===== config.mk =====
export PLATFORM = sky130hd
export DESIGN_NAME = thermistor_table_interpolator_flat
export DESIGN_NICKNAME = d
export VERILOG_FILES = /design/src/design/ttip_pkg.sv /design/src/design/ttip_if.sv /design/src/design/ttip_table.sv /design/src/design/ttip_div.sv /design/src/design/thermistor_table_interpolator.sv /design/src/flat_wrapper.sv
export SDC_FILE = /design/constraint.sdc
export NUM_CORES = 1
export LEC_CHECK = 0
export ABC_AREA = 1
export ABC_CLOCK_PERIOD_IN_PS = 6600
export BUFFER_PORTS_ARGS = -buffer_cell sky130_fd_sc_hd__buf_2
export CORE_MARGIN = 5
export CORE_UTILIZATION = 55
export DETAILED_ROUTE_END_ITERATION = 16
export MAX_ROUTING_LAYER = met4
export PLACE_DENSITY = 0.75
export SYNTH_ARGS = -nofsm -noshare
export SYNTH_HDL_FRONTEND = slang
export SYNTH_SLANG_ARGS = --single-unit

===== constraint.sdc =====
create_clock -name clock -period 6.6 [get_ports clock]
set_clock_uncertainty 0.05 [all_clocks]
set_input_delay 0.33 -clock clock [delete_from_list [all_inputs] [get_ports clock]]
set_output_delay 0.33 -clock clock [all_outputs]
set_load 0.1 [all_outputs]

===== src/design/ttip_pkg.sv =====
package ttip_pkg;

   localparam int TABLE_POINTS = 32;
   localparam int IDX_W = 5;
   localparam int CODE_W = 10;
   localparam int TENTHS_W = 11;
   localparam int TEMP_W = 14;
   localparam int NUM_W = CODE_W + TEMP_W;
   localparam int STEP_W = 5;

   localparam logic [TEMP_W-1:0] MIN_TEMP_CENTI = 14'd140;
   localparam logic [TEMP_W-1:0] MAX_TEMP_CENTI = 14'd13950;

   typedef struct packed {
      logic [CODE_W-1:0]   code;
      logic [TENTHS_W-1:0] tenths;
   } bpoint_type;

   // Breakpoints: converter code and temperature in tenths of a degree.
   localparam bpoint_type CURVE [TABLE_POINTS] = '{
      '{10'd250, 11'd14},   '{10'd275, 11'd40},   '{10'd300, 11'd64},
      '{10'd325, 11'd88},   '{10'd350, 11'd111},  '{10'd375, 11'd134},
      '{10'd400, 11'd156},  '{10'd425, 11'd178},  '{10'd450, 11'd200},
      '{10'd475, 11'd222},  '{10'd500, 11'd244},  '{10'd525, 11'd267},
      '{10'd550, 11'd290},  '{10'd575, 11'd313},  '{10'd600, 11'd337},
      '{10'd625, 11'd361},  '{10'd650, 11'd387},  '{10'd675, 11'd413},
      '{10'd700, 11'd441},  '{10'd725, 11'd471},  '{10'd750, 11'd502},
      '{10'd775, 11'd537},  '{10'd784, 11'd550},  '{10'd825, 11'd615},
      '{10'd850, 11'd662},  '{10'd875, 11'd715},  '{10'd900, 11'd779},
      '{10'd925, 11'd857},  '{10'd937, 11'd903},  '{10'd950, 11'd960},
      '{10'd975, 11'd1112}, '{10'd1000, 11'd1395}
   };

   typedef enum logic [4:0] {
      ST_IDLE   = 5'b00001,
      ST_SCAN   = 5'b00010,
      ST_MUL    = 5'b00100,
      ST_DIV    = 5'b01000,
      ST_FINISH = 5'b10000
   } state_type;

endpackage


===== src/design/ttip_if.sv =====
interface ttip_req_if;
   logic                            valid;
   logic                            ready;
   logic [ttip_pkg::CODE_W-1:0]     adc_sample;

   modport source (output valid, output adc_sample, input ready);
   modport sink (input valid, input adc_sample, output ready);
endinterface

interface ttip_rsp_if;
   logic                            valid;
   logic                            ready;
   logic [ttip_pkg::TEMP_W-1:0]     temp_centi;
   logic                            in_range;

   modport source (output valid, output temp_centi, output in_range, input ready);
   modport sink (input valid, input temp_centi, input in_range, output ready);
endinterface


===== src/design/ttip_table.sv =====
module ttip_table (
   input  logic                        clock,
   input  logic [ttip_pkg::IDX_W-1:0]  rd_addr,
   output ttip_pkg::bpoint_type        rd_data
);

   localparam ttip_pkg::bpoint_type ROM_MEM [ttip_pkg::TABLE_POINTS] = ttip_pkg::CURVE;

   ttip_pkg::bpoint_type rd_data_ff;

   always_ff @(posedge clock) begin
      rd_data_ff <= ROM_MEM[rd_addr];
   end

   assign rd_data = rd_data_ff;

endmodule


===== src/design/ttip_div.sv =====
module ttip_div (
   input  logic                           clock,
   input  logic                           reset,
   input  logic                           start,
   input  logic [ttip_pkg::NUM_W-1:0]     numer,
   input  logic [ttip_pkg::CODE_W-1:0]    denom,
   output logic                           done,
   output logic [ttip_pkg::TEMP_W-1:0]    quot
);

   localparam logic [ttip_pkg::STEP_W-1:0] LAST_STEP = ttip_pkg::STEP_W'(ttip_pkg::NUM_W - 1);

   logic                            busy_ff, busy_in;
   logic                            done_ff, done_in;
   logic [ttip_pkg::STEP_W-1:0]     step_ff, step_in;
   logic [ttip_pkg::NUM_W-1:0]      num_ff, num_in;
   logic [ttip_pkg::CODE_W-1:0]     rem_ff, rem_in;
   logic [ttip_pkg::CODE_W-1:0]     den_ff, den_in;
   logic [ttip_pkg::CODE_W:0]       trial;
   logic                            fits;

   // Restoring division: one quotient bit per cycle, shifted into the
   // numerator register as its bits move out into the remainder.
   always_comb begin
      trial = {rem_ff, num_ff[ttip_pkg::NUM_W-1]};
      fits = trial >= {1'b0, den_ff};
      busy_in = busy_ff;
      done_in = 1'b0;
      step_in = step_ff;
      num_in = num_ff;
      rem_in = rem_ff;
      den_in = den_ff;
      if (start) begin
         busy_in = 1'b1;
         step_in = '0;
         num_in = numer;
         rem_in = '0;
         den_in = denom;
      end else if (busy_ff) begin
         num_in = {num_ff[ttip_pkg::NUM_W-2:0], fits};
         rem_in = fits ? ttip_pkg::CODE_W'(trial - {1'b0, den_ff})
                       : trial[ttip_pkg::CODE_W-1:0];
         step_in = step_ff + 1'b1;
         if (step_ff == LAST_STEP) begin
            busy_in = 1'b0;
            done_in = 1'b1;
         end
      end
   end

   always_ff @(posedge clock) begin
      if (reset) begin
         busy_ff <= 1'b0;
         done_ff <= 1'b0;
      end else begin
         busy_ff <= busy_in;
         done_ff <= done_in;
      end
      step_ff <= step_in;
      num_ff <= num_in;
      rem_ff <= rem_in;
      den_ff <= den_in;
   end

   assign done = done_ff;
   assign quot = num_ff[ttip_pkg::TEMP_W-1:0];

endmodule


===== src/design/thermistor_table_interpolator.sv =====
// Channel | Direction | Payload                  | Handshake
// req     | in        | adc_sample[9:0]          | valid/ready
// rsp     | out       | temp_centi[13:0], in_range | valid/ready
//
// One word at a time. The breakpoint ROM is read one entry per cycle until the
// bracketing segment is found; then a multiply state and, unless the segment is
// flat or of zero span, a 24-step serial divider whose done flag is registered.
// An out-of-range sample scans every entry in use, ENTRIES capped at the table.
// Reset clears the sequencer and the result valid; the table needs no reset.
// A stalled result stays in its register while the next word is taken.
module thermistor_table_interpolator #(
   parameter int ENTRIES = 32
) (
   input  logic        clock,
   input  logic        reset,
   ttip_req_if.sink    req,
   ttip_rsp_if.source  rsp
);

   localparam int USED = (ENTRIES > ttip_pkg::TABLE_POINTS) ? ttip_pkg::TABLE_POINTS : ENTRIES;
   localparam logic [ttip_pkg::IDX_W-1:0] LAST_IDX = ttip_pkg::IDX_W'(USED - 1);

   ttip_pkg::state_type                state_ff, state_in;
   logic [ttip_pkg::IDX_W-1:0]         idx_ff, idx_in;
   logic                               have_prev_ff, have_prev_in;
   ttip_pkg::bpoint_type               prev_ff, prev_in;
   logic [ttip_pkg::CODE_W-1:0]        x_ff, x_in;
   logic [ttip_pkg::TEMP_W-1:0]        base_ff, base_in;
   logic [ttip_pkg::TEMP_W-1:0]        rise10_ff, rise10_in;
   logic [ttip_pkg::CODE_W-1:0]        dx_ff, dx_in;
   logic [ttip_pkg::CODE_W-1:0]        span_ff, span_in;
   logic [ttip_pkg::TEMP_W-1:0]        res_temp_ff, res_temp_in;
   logic                               res_range_ff, res_range_in;
   logic                               rsp_valid_ff, rsp_valid_in;
   logic [ttip_pkg::TEMP_W-1:0]        rsp_temp_ff, rsp_temp_in;
   logic                               rsp_range_ff, rsp_range_in;

   logic [ttip_pkg::IDX_W-1:0]         rd_addr;
   ttip_pkg::bpoint_type               cur;
   logic [ttip_pkg::TENTHS_W-1:0]      rise;
   logic                               div_start;
   logic                               div_done;
   logic [ttip_pkg::TEMP_W-1:0]        div_quot;
   logic [ttip_pkg::NUM_W-1:0]         product;
   logic                               load_rsp;

   ttip_table u_table (
      .clock   (clock),
      .rd_addr (rd_addr),
      .rd_data (cur)
   );

   ttip_div u_div (
      .clock (clock),
      .reset (reset),
      .start (div_start),
      .numer (product),
      .denom (span_ff),
      .done  (div_done),
      .quot  (div_quot)
   );

   assign rd_addr = (state_ff == ttip_pkg::ST_SCAN) ? idx_ff + 1'b1 : '0;
   assign rise = (cur.tenths > prev_ff.tenths) ? cur.tenths - prev_ff.tenths : '0;
   assign product = {10'b0, rise10_ff} * {14'b0, dx_ff};
   assign load_rsp = (state_ff == ttip_pkg::ST_FINISH) && (!rsp_valid_ff || rsp.ready);

   always_comb begin
      state_in = state_ff;
      idx_in = idx_ff;
      have_prev_in = have_prev_ff;
      prev_in = prev_ff;
      x_in = x_ff;
      base_in = base_ff;
      rise10_in = rise10_ff;
      dx_in = dx_ff;
      span_in = span_ff;
      res_temp_in = res_temp_ff;
      res_range_in = res_range_ff;
      div_start = 1'b0;
      unique case (state_ff)
         ttip_pkg::ST_IDLE: begin
            if (req.valid) begin
               x_in = req.adc_sample;
               idx_in = '0;
               have_prev_in = 1'b0;
               state_in = ttip_pkg::ST_SCAN;
            end
         end
         ttip_pkg::ST_SCAN: begin
            // cur holds entry idx_ff, prev_ff holds the entry below it.
            if (have_prev_ff && prev_ff.code <= x_ff && x_ff <= cur.code) begin
               base_in = ttip_pkg::TEMP_W'({3'b0, prev_ff.tenths} * 14'd10);
               rise10_in = ttip_pkg::TEMP_W'({3'b0, rise} * 14'd10);
               dx_in = x_ff - prev_ff.code;
               span_in = cur.code - prev_ff.code;
               state_in = ttip_pkg::ST_MUL;
            end else if (idx_ff == LAST_IDX) begin
               res_temp_in = '0;
               res_range_in = 1'b0;
               state_in = ttip_pkg::ST_FINISH;
            end else begin
               prev_in = cur;
               have_prev_in = 1'b1;
               idx_in = idx_ff + 1'b1;
            end
         end
         ttip_pkg::ST_MUL: begin
            // A flat segment or a zero span skips the divide.
            if (span_ff != '0 && rise10_ff != '0) begin
               div_start = 1'b1;
               state_in = ttip_pkg::ST_DIV;
            end else begin
               res_temp_in = base_ff;
               res_range_in = 1'b1;
               state_in = ttip_pkg::ST_FINISH;
            end
         end
         ttip_pkg::ST_DIV: begin
            if (div_done) begin
               res_temp_in = base_ff + div_quot;
               res_range_in = 1'b1;
               state_in = ttip_pkg::ST_FINISH;
            end
         end
         ttip_pkg::ST_FINISH: begin
            if (load_rsp) begin
               state_in = ttip_pkg::ST_IDLE;
            end
         end
         default: begin
            state_in = ttip_pkg::ST_IDLE;
         end
      endcase
   end

   always_comb begin
      rsp_valid_in = rsp_valid_ff;
      rsp_temp_in = rsp_temp_ff;
      rsp_range_in = rsp_range_ff;
      if (load_rsp) begin
         rsp_valid_in = 1'b1;
         rsp_temp_in = res_temp_ff;
         rsp_range_in = res_range_ff;
      end else if (rsp.ready) begin
         rsp_valid_in = 1'b0;
      end
   end

   always_ff @(posedge clock) begin
      if (reset) begin
         state_ff <= ttip_pkg::ST_IDLE;
         rsp_valid_ff <= 1'b0;
      end else begin
         state_ff <= state_in;
         rsp_valid_ff <= rsp_valid_in;
      end
      idx_ff <= idx_in;
      have_prev_ff <= have_prev_in;
      prev_ff <= prev_in;
      x_ff <= x_in;
      base_ff <= base_in;
      rise10_ff <= rise10_in;
      dx_ff <= dx_in;
      span_ff <= span_in;
      res_temp_ff <= res_temp_in;
      res_range_ff <= res_range_in;
      rsp_temp_ff <= rsp_temp_in;
      rsp_range_ff <= rsp_range_in;
   end

   assign req.ready = (state_ff == ttip_pkg::ST_IDLE);
   assign rsp.valid = rsp_valid_ff;
   assign rsp.temp_centi = rsp_temp_ff;
   assign rsp.in_range = rsp_range_ff;

endmodule


===== src/flat_wrapper.sv =====
// flat-port wrapper written by rule: the top's interface ports become plain ports
module thermistor_table_interpolator_flat 
#(
   parameter int ENTRIES = 32
)
  (clock, reset, req_valid, req_adc_sample, req_ready, rsp_valid, rsp_temp_centi, rsp_in_range, rsp_ready);
  ttip_req_if req_i ();
  ttip_rsp_if rsp_i ();
  input  logic clock;
  input  logic reset;
  input wire logic [$bits(req_i.valid)-1:0] req_valid;
  input wire logic [$bits(req_i.adc_sample)-1:0] req_adc_sample;
  output wire logic [$bits(req_i.ready)-1:0] req_ready;
  output wire logic [$bits(rsp_i.valid)-1:0] rsp_valid;
  output wire logic [$bits(rsp_i.temp_centi)-1:0] rsp_temp_centi;
  output wire logic [$bits(rsp_i.in_range)-1:0] rsp_in_range;
  input wire logic [$bits(rsp_i.ready)-1:0] rsp_ready;
  assign req_i.valid = req_valid;
  assign req_i.adc_sample = req_adc_sample;
  assign req_ready = req_i.ready;
  assign rsp_valid = rsp_i.valid;
  assign rsp_temp_centi = rsp_i.temp_centi;
  assign rsp_in_range = rsp_i.in_range;
  assign rsp_i.ready = rsp_ready;
  thermistor_table_interpolator #(.ENTRIES(ENTRIES)) u_core (.clock(clock), .reset(reset), .req(req_i), .rsp(rsp_i));
endmodule

==> flow_summary.toml, run 1 <==
[status]
outcome = "complete, no violations"

[clocking]
clk_latency_ns = 0.44
cts-root-buf = "clkbuf_16"
clock_path_buffers = 2
cts_setup_buffers = 0
path_clk_slew_ns = 0.08
clock_sinks = 191
cts_tree = "yes"
ctsHoldBuffers = 0
cts_resized = 0
numCtsBuffers = 17
h-tree-depth = 4

[logic_synthesis]
post-synth-top-area-cell = "edfxtp_1"
synth.most_common_cell = "nand2_1"
syn-num-nets = 2123
synthAdderAreaFrac_pct = 25.7
synth_edf_count = 147
avgSynthCellArea_um2 = 8.45
ys_ff_latch = 191
ys_warn_count = 0
synth.distinct_cells = 50
synth_top_family_by_area = "adder cells"
synth_xor_xnor_area_share_pct = 3.37
synthMuxAreaShare_pct = 0
yosys-top-cells-count = "457 x nand2_1, 326 x inv_1, 171 x ha_1"
ys_seq_area_share_pct = 34.0
synth_compound_area_share_pct = 7.98
syn_inst = 1845
synth-async-reset-ratio_pct = 0
yosys.area.top_type_share_pct = 28.3
synthFlopType = "edfxtp_1"
mappedNetlistArea_mm2 = 0.0156
synthTopCellsByArea = "edfxtp_1 28%, ha_1 14%, fa_1 12%, nand2_1 11%, inv_1 7.8%"
synthSimpleGateAreaFrac_pct = 19.9

[critical_path]
start_kind = "flop"
critPathMaxFanout = 13
required_ns = 6.72
criticalPathCategory = "reg2reg"
end_kind = "flop"
r2r_slack_ns = 1.31
cp.arrival_ns = 5.41

[route]
drt_iter0_markers = 902
wl_per_cell_um = 15.8
vias_per_cell = 5.40
firstDrtPassIters = 6
vias = 12200
routed_wl_um = 35700
ant_nets = 0
drc = 0

[flow_run]
timing.max_cap.violations = 0

[sta]
setup_tns_ns = 0
slew_headroom_pct = 28.0
hold_violations = 0
rsz0062_at_grt = "false"
final_max_slew_viol_count = 0
setup_viol = 0
period_share_pct = 80.1
fmax_ghz = 0.189
tightest_slew_ns = 1.08
period_minus_slack_ns = 5.29

[placed_design]
dp_cells = 2220
gp_congestion = 0.974
port_buffers = 30
dp_hpwl_um = 28100

[power_and_ir_drop]
ir_drop_v = 0.000206
power_leakage_nw = 8.61
powerDensity_mw_per_mm2 = 183
power_w = 0.00306

[floorplan]
start_util_pct = 56.0
die_x_um = 178
core-area_mm2 = 0.0279
rows = 61
ios = 31
fp.dieH_um = 178
die-area_mm2 = 0.0318

[final_layout]
final_layout_size_suffix_gt1_share_pct = 5.44
insertedDiodeCount = 0
areaGrowthSynthToFinish_pct = 7.33
instances_no_fill = 2252
fin_nets = 2139

[global_route]
track_usage_pct = 23.9
overflow = 0
grt_max_degree = 47
grt_pass1_wl_um = 59500
grt_antenna_before_repair = 0
grt_pass1_vias = 12100

[min_path]
hp-class = "in2reg"
-- state kept, by name, indices dropped and copies added, names as in the netlist, 13 cells and up --
register	flops
u_core.u_div.num_ff	24
u_core.prev_ff	21
u_core.u_table.rd_data	21
u_core.res_temp_ff	14
u_core.rsp.temp_centi	14
u_core.base_ff	13
u_core.rise10_ff	13
-- worst max-delay path, stage by stage (launching register included) --
cell      delay (ns)
edfxtp_1        0.64
nand2_1         0.15
fa_1            0.55
inv_1           0.05
fa_1            0.49
inv_1           0.05
fa_1            0.48
inv_1           0.06
fa_1            0.53
inv_1           0.05
fa_1            0.52
inv_1           0.04
ha_1            0.34
a21oi_1         0.26
nand3_1         0.23
nand2_1         0.11
nand2_1         0.07
xnor2_1         0.24
o21ai_0         0.13
-- power breakdown --
part | internal, W | switching (W)
logic | 0.000191 | 0.000339
clock network | 0.000632 | 0.000525
registers | 0.00134 | 0.0000315
-- routing by layer --
layer | part of all wire, % | track usage, %
met4 | 1.6 | 5.44
met2 | 48 | 39.2
met1 | 45 | 32.1
met3 | 5.0 | 3.14
met5 | 0 | -
-- layout make-up --
class,count,area (um2)
inverters,333,1250
clock inverters,14,211
clock buffers,18,439
fillers,2447,11100
well taps,378,473
flip-flops and latches,191,5300
multi-input cells,1282,8870
repair buffers,36,195
-- logic make-up after synthesis --
logic type,count (synthesis)
AO/OA/AOI/OAI,223
XOR/XNOR,60
adder cells (fa/ha/maj),264
buffers and inverters,372
AND/OR/NAND/NOR,735
flip-flops,191
-- placed cells by master, fill, tap and decap left out, types with 3 or more instances in the layout --
master / netlist / layout
nor2_4: 3 / 3
edfxtp_1: 147 / 147
clkbuf_16: 0 / 17
o21bai_1: 9 / 9
nand3b_1: 7 / 7
inv_8: 0 / 4
buf_4: 4 / 6
nor2_1: 114 / 113
nand2_2: 4 / 4
o21ai_0: 67 / 67
ha_1: 171 / 171
inv_6: 0 / 4
nor3_1: 15 / 15
o211ai_1: 7 / 7
o21a_1: 6 / 6
or2_1: 3 / 3
a21oi_1: 102 / 102
nand4_1: 22 / 22
xor2_1: 37 / 37
xnor2_1: 23 / 23
inv_1: 326 / 326
o21ai_1: 7 / 7
dfxtp_1: 44 / 44
or2_2: 14 / 14
o31ai_1: 3 / 3
a31oi_1: 3 / 3
inv_2: 4 / 4
nand2_1: 457 / 457
bufinv_16: 0 / 3
fa_1: 93 / 93
nor4_1: 3 / 3
nor2_2: 2 / 3
buf_2: 7 / 30
a21o_1: 8 / 8
nand3_1: 86 / 86
-- path summary, 6_finish.rpt --
path	start	cells past startpoint	to
max reg2reg	u_core.dx_ff[3]$_DFFE_PP_	18	u_core.u_div.num_ff[12]$_DFFE_PP_
max	u_core.dx_ff[3]$_DFFE_PP_	18	u_core.u_div.num_ff[12]$_DFFE_PP_
min reg2reg	u_core.res_temp_ff[6]$_DFFE_PP_	0	u_core.rsp.temp_centi[6]$_DFFE_PP_
min	req_adc_sample[3]	1	u_core.x_ff[3]$_DFFE_PP_
-- stage by stage --
step	setup slack (ns)	cell area (um2)	utilization (%)	hold WS, ns
CTS	1.39	16700	60.1	0.00460
floorplan	1.62	15600	-	0.349
detailed placement	1.38	16100	57.7	0.355
global route	1.11	16700	60.1	0.000635
global placement	1.50	16100	57.7	0.353
finish	1.31	16700	60.1	0.0151
Note: power is estimated with default switching activity, not from simulation.
==> run 2: changes to the inputs <==
--- a/config.mk
+++ b/config.mk
@@ -6,7 +6,7 @@
 export NUM_CORES = 1
 export LEC_CHECK = 0
 export ABC_AREA = 1
-export ABC_CLOCK_PERIOD_IN_PS = 6600
+export ABC_CLOCK_PERIOD_IN_PS = 5400
 export BUFFER_PORTS_ARGS = -buffer_cell sky130_fd_sc_hd__buf_2
 export CORE_MARGIN = 5
 export CORE_UTILIZATION = 55
==> constraint.sdc (replaced) <==
create_clock -name clock -period 5.4 [get_ports clock]
set_clock_uncertainty 0.05 [all_clocks]
set_input_delay 0.27 -clock clock [delete_from_list [all_inputs] [get_ports clock]]
set_output_delay 0.27 -clock clock [all_outputs]
set_load 0.1 [all_outputs]
==> flow_summary.toml, run 2 (synthesis gave the netlist of run 1 again) <==
[status]
outcome = "complete, no violations"

[sta]
slew_headroom_pct = 26.0
setup_viol = 0
fmax_ghz = 0.193
period_minus_slack_ns = 5.18
period_share_pct = 95.9
rsz0062_at_grt = "false"
final_max_slew_viol_count = 0
tightest_slew_ns = 1.11
hold_violations = 0
setup_tns_ns = 0
hold_ws_ns = 0.0813

[critical_path]
required_ns = 5.56
cpPeakStageDelay_ns = 0.63
start_kind = "flop"
r2r_slack_ns = 0.22
critPathMostFrequentCell = "fa_1"
crit_slowest_cell = "edfxtp_1"
end_kind = "flop"
cp.arrival_ns = 5.34
cp_cell_sequence = "nand2_1, fa_1, inv_1, fa_1, fa_1, fa_1, inv_1, fa_1, inv_1, ha_1, a21oi_1, o21ai_0, a21oi_1, nand2_1, or2_2, nand3_1, nand2_1"
critPathMaxFanout = 11
criticalPathCategory = "reg2reg"
crit_buf_inv = 3
cp_top_family = "adder cells"

[clocking]
h-tree-depth = 4
clock_path_buffers = 2
cts-root-buf = "clkbuf_16"
cts_tree = "yes"
clk_latency_ns = 0.44
numCtsBuffers = 17
clock_sinks = 191
path_clk_slew_ns = 0.07

[global_route]
overflow = 0
grt_pass1_vias = 12000
track_usage_pct = 24.1
grt_pass1_wl_um = 58900
grt_max_degree = 42
grt_antenna_before_repair = 1

[power_and_ir_drop]
ir_drop_v = 0.000190
powerDensity_mw_per_mm2 = 213
power_leakage_nw = 8.72

[floorplan]
start_util_pct = 56.0
die-area_mm2 = 0.0318
rows = 61
die_x_um = 178
core-area_mm2 = 0.0279
ios = 31
fp.dieH_um = 178

[final_layout]
multi_input_area_mm2 = 0.00887
fin_nets = 2173
largest-register = "u_core.u_div.num_ff"
largest_reg_flops = 24
fillers = 2359
mostFrequentLayoutCells = "457 x nand2_1, 326 x inv_1, 171 x ha_1"
insertedDiodeCount = 0
final_layout_size_suffix_gt1_share_pct = 6.45
post-route-util_pct = 60.8
seqCellArea_mm2 = 0.00530
final_common_cell = "nand2_1"
areaGrowthSynthToFinish_pct = 8.71

[route]
vias = 12100
wl_per_cell_um = 15.8
firstDrtPassIters = 7
drt_iter0_markers = 925
vias_per_cell = 5.29
ant_nets = 0
routed_wl_um = 36100
drc = 0

[placed_design]
port_buffers = 30
gp_congestion = 0.969
dp_hpwl_um = 28600

[flow_run]
timing.max_cap.violations = 0

[min_path]
hp-class = "in2reg"
## run 2: cell types whose count changed in the layout (fill, tap and decap cells not counted), sizes merged
cell,delta
bufinv,-1
dlygate4sd3,+10
buf,+24
clkbuf,+1
clkinvlp,+3
inv,-3
## run 2: final timing paths
| kind | startpoint | end | cells past startpoint |
|---|---|---|---|
| max | u_core.rise10_ff[7]$_DFFE_PP_ | u_core.u_div.num_ff[17]$_DFFE_PP_ | 17 |
| max reg2reg | u_core.rise10_ff[7]$_DFFE_PP_ | u_core.u_div.num_ff[17]$_DFFE_PP_ | 17 |
| min reg2reg | u_core.res_temp_ff[0]$_DFFE_PP_ | u_core.rsp.temp_centi[0]$_DFFE_PP_ | 0 |
| min | rsp_ready | u_core.rsp.valid$_SDFFE_PP0P_ | 4 |
## run 2: final cells by class
| type | count | area share (%) |
|---|---|---|
| Timing Repair Buffer | 70 | 2.80 |
| Inverter | 333 | 7.40 |
| Clock buffer | 19 | 2.55 |
| Sequential cell | 191 | 31.2 |
| Clock inverter | 13 | 0.893 |
| Tap cell | 378 | 2.79 |
| Multi-Input combinational cell | 1282 | 52.3 |
## run 2: layer usage
metal / GRT usage [%] / up-vias / share of wire, %
li1: - / 6047 / -
met4: 8.09 / 0 / 2.9
met5: - / - / 0
met2: 38.8 / 344 / 47
met1: 31.4 / 5625 / 45
met3: 3.48 / 68 / 5.0
## run 2: metrics by stage
stage / setup slack [ns] / std cells / power, W / cell area [um2]
after global placement: 0.255 / 2229 / 0.00234 / 16200
after global routing: 0.00716 / 2286 / 0.00379 / 17000
after detailed placement: 0.206 / 2229 / 0.00235 / 16200
final: 0.220 / 2286 / 0.00362 / 17000
after CTS: 0.200 / 2271 / 0.00363 / 16800
after floorplan: 0.420 / 1845 / 0.00219 / 15600
## run 2: repair_timing
| action | in CTS | in global routing |
|---|---|---|
| resized for setup | 0 | 0 |
| endpoints found under the setup margin | 0 | 7 |
| hold buffers | 10 | 0 |
| hold endpoints to repair | 10 | 0 |
| buffers inserted | 0 | 15 |
## run 2: tightest hold or removal path: cells and delay by family
kind,cells,cell delay (ns)
AOI/OAI and AO/OA,1,0.06
and+or+nand+nor,1,0.05
buffers and inverters,2,0.14
## run 2: report_power, final
part | switching, W | leakage, nW | internal [W]
logic | 0.000415 | 6.76 | 0.000239
clock network | 0.000592 | 0.278 | 0.000694
registers | 0.0000369 | 1.68 | 0.00164
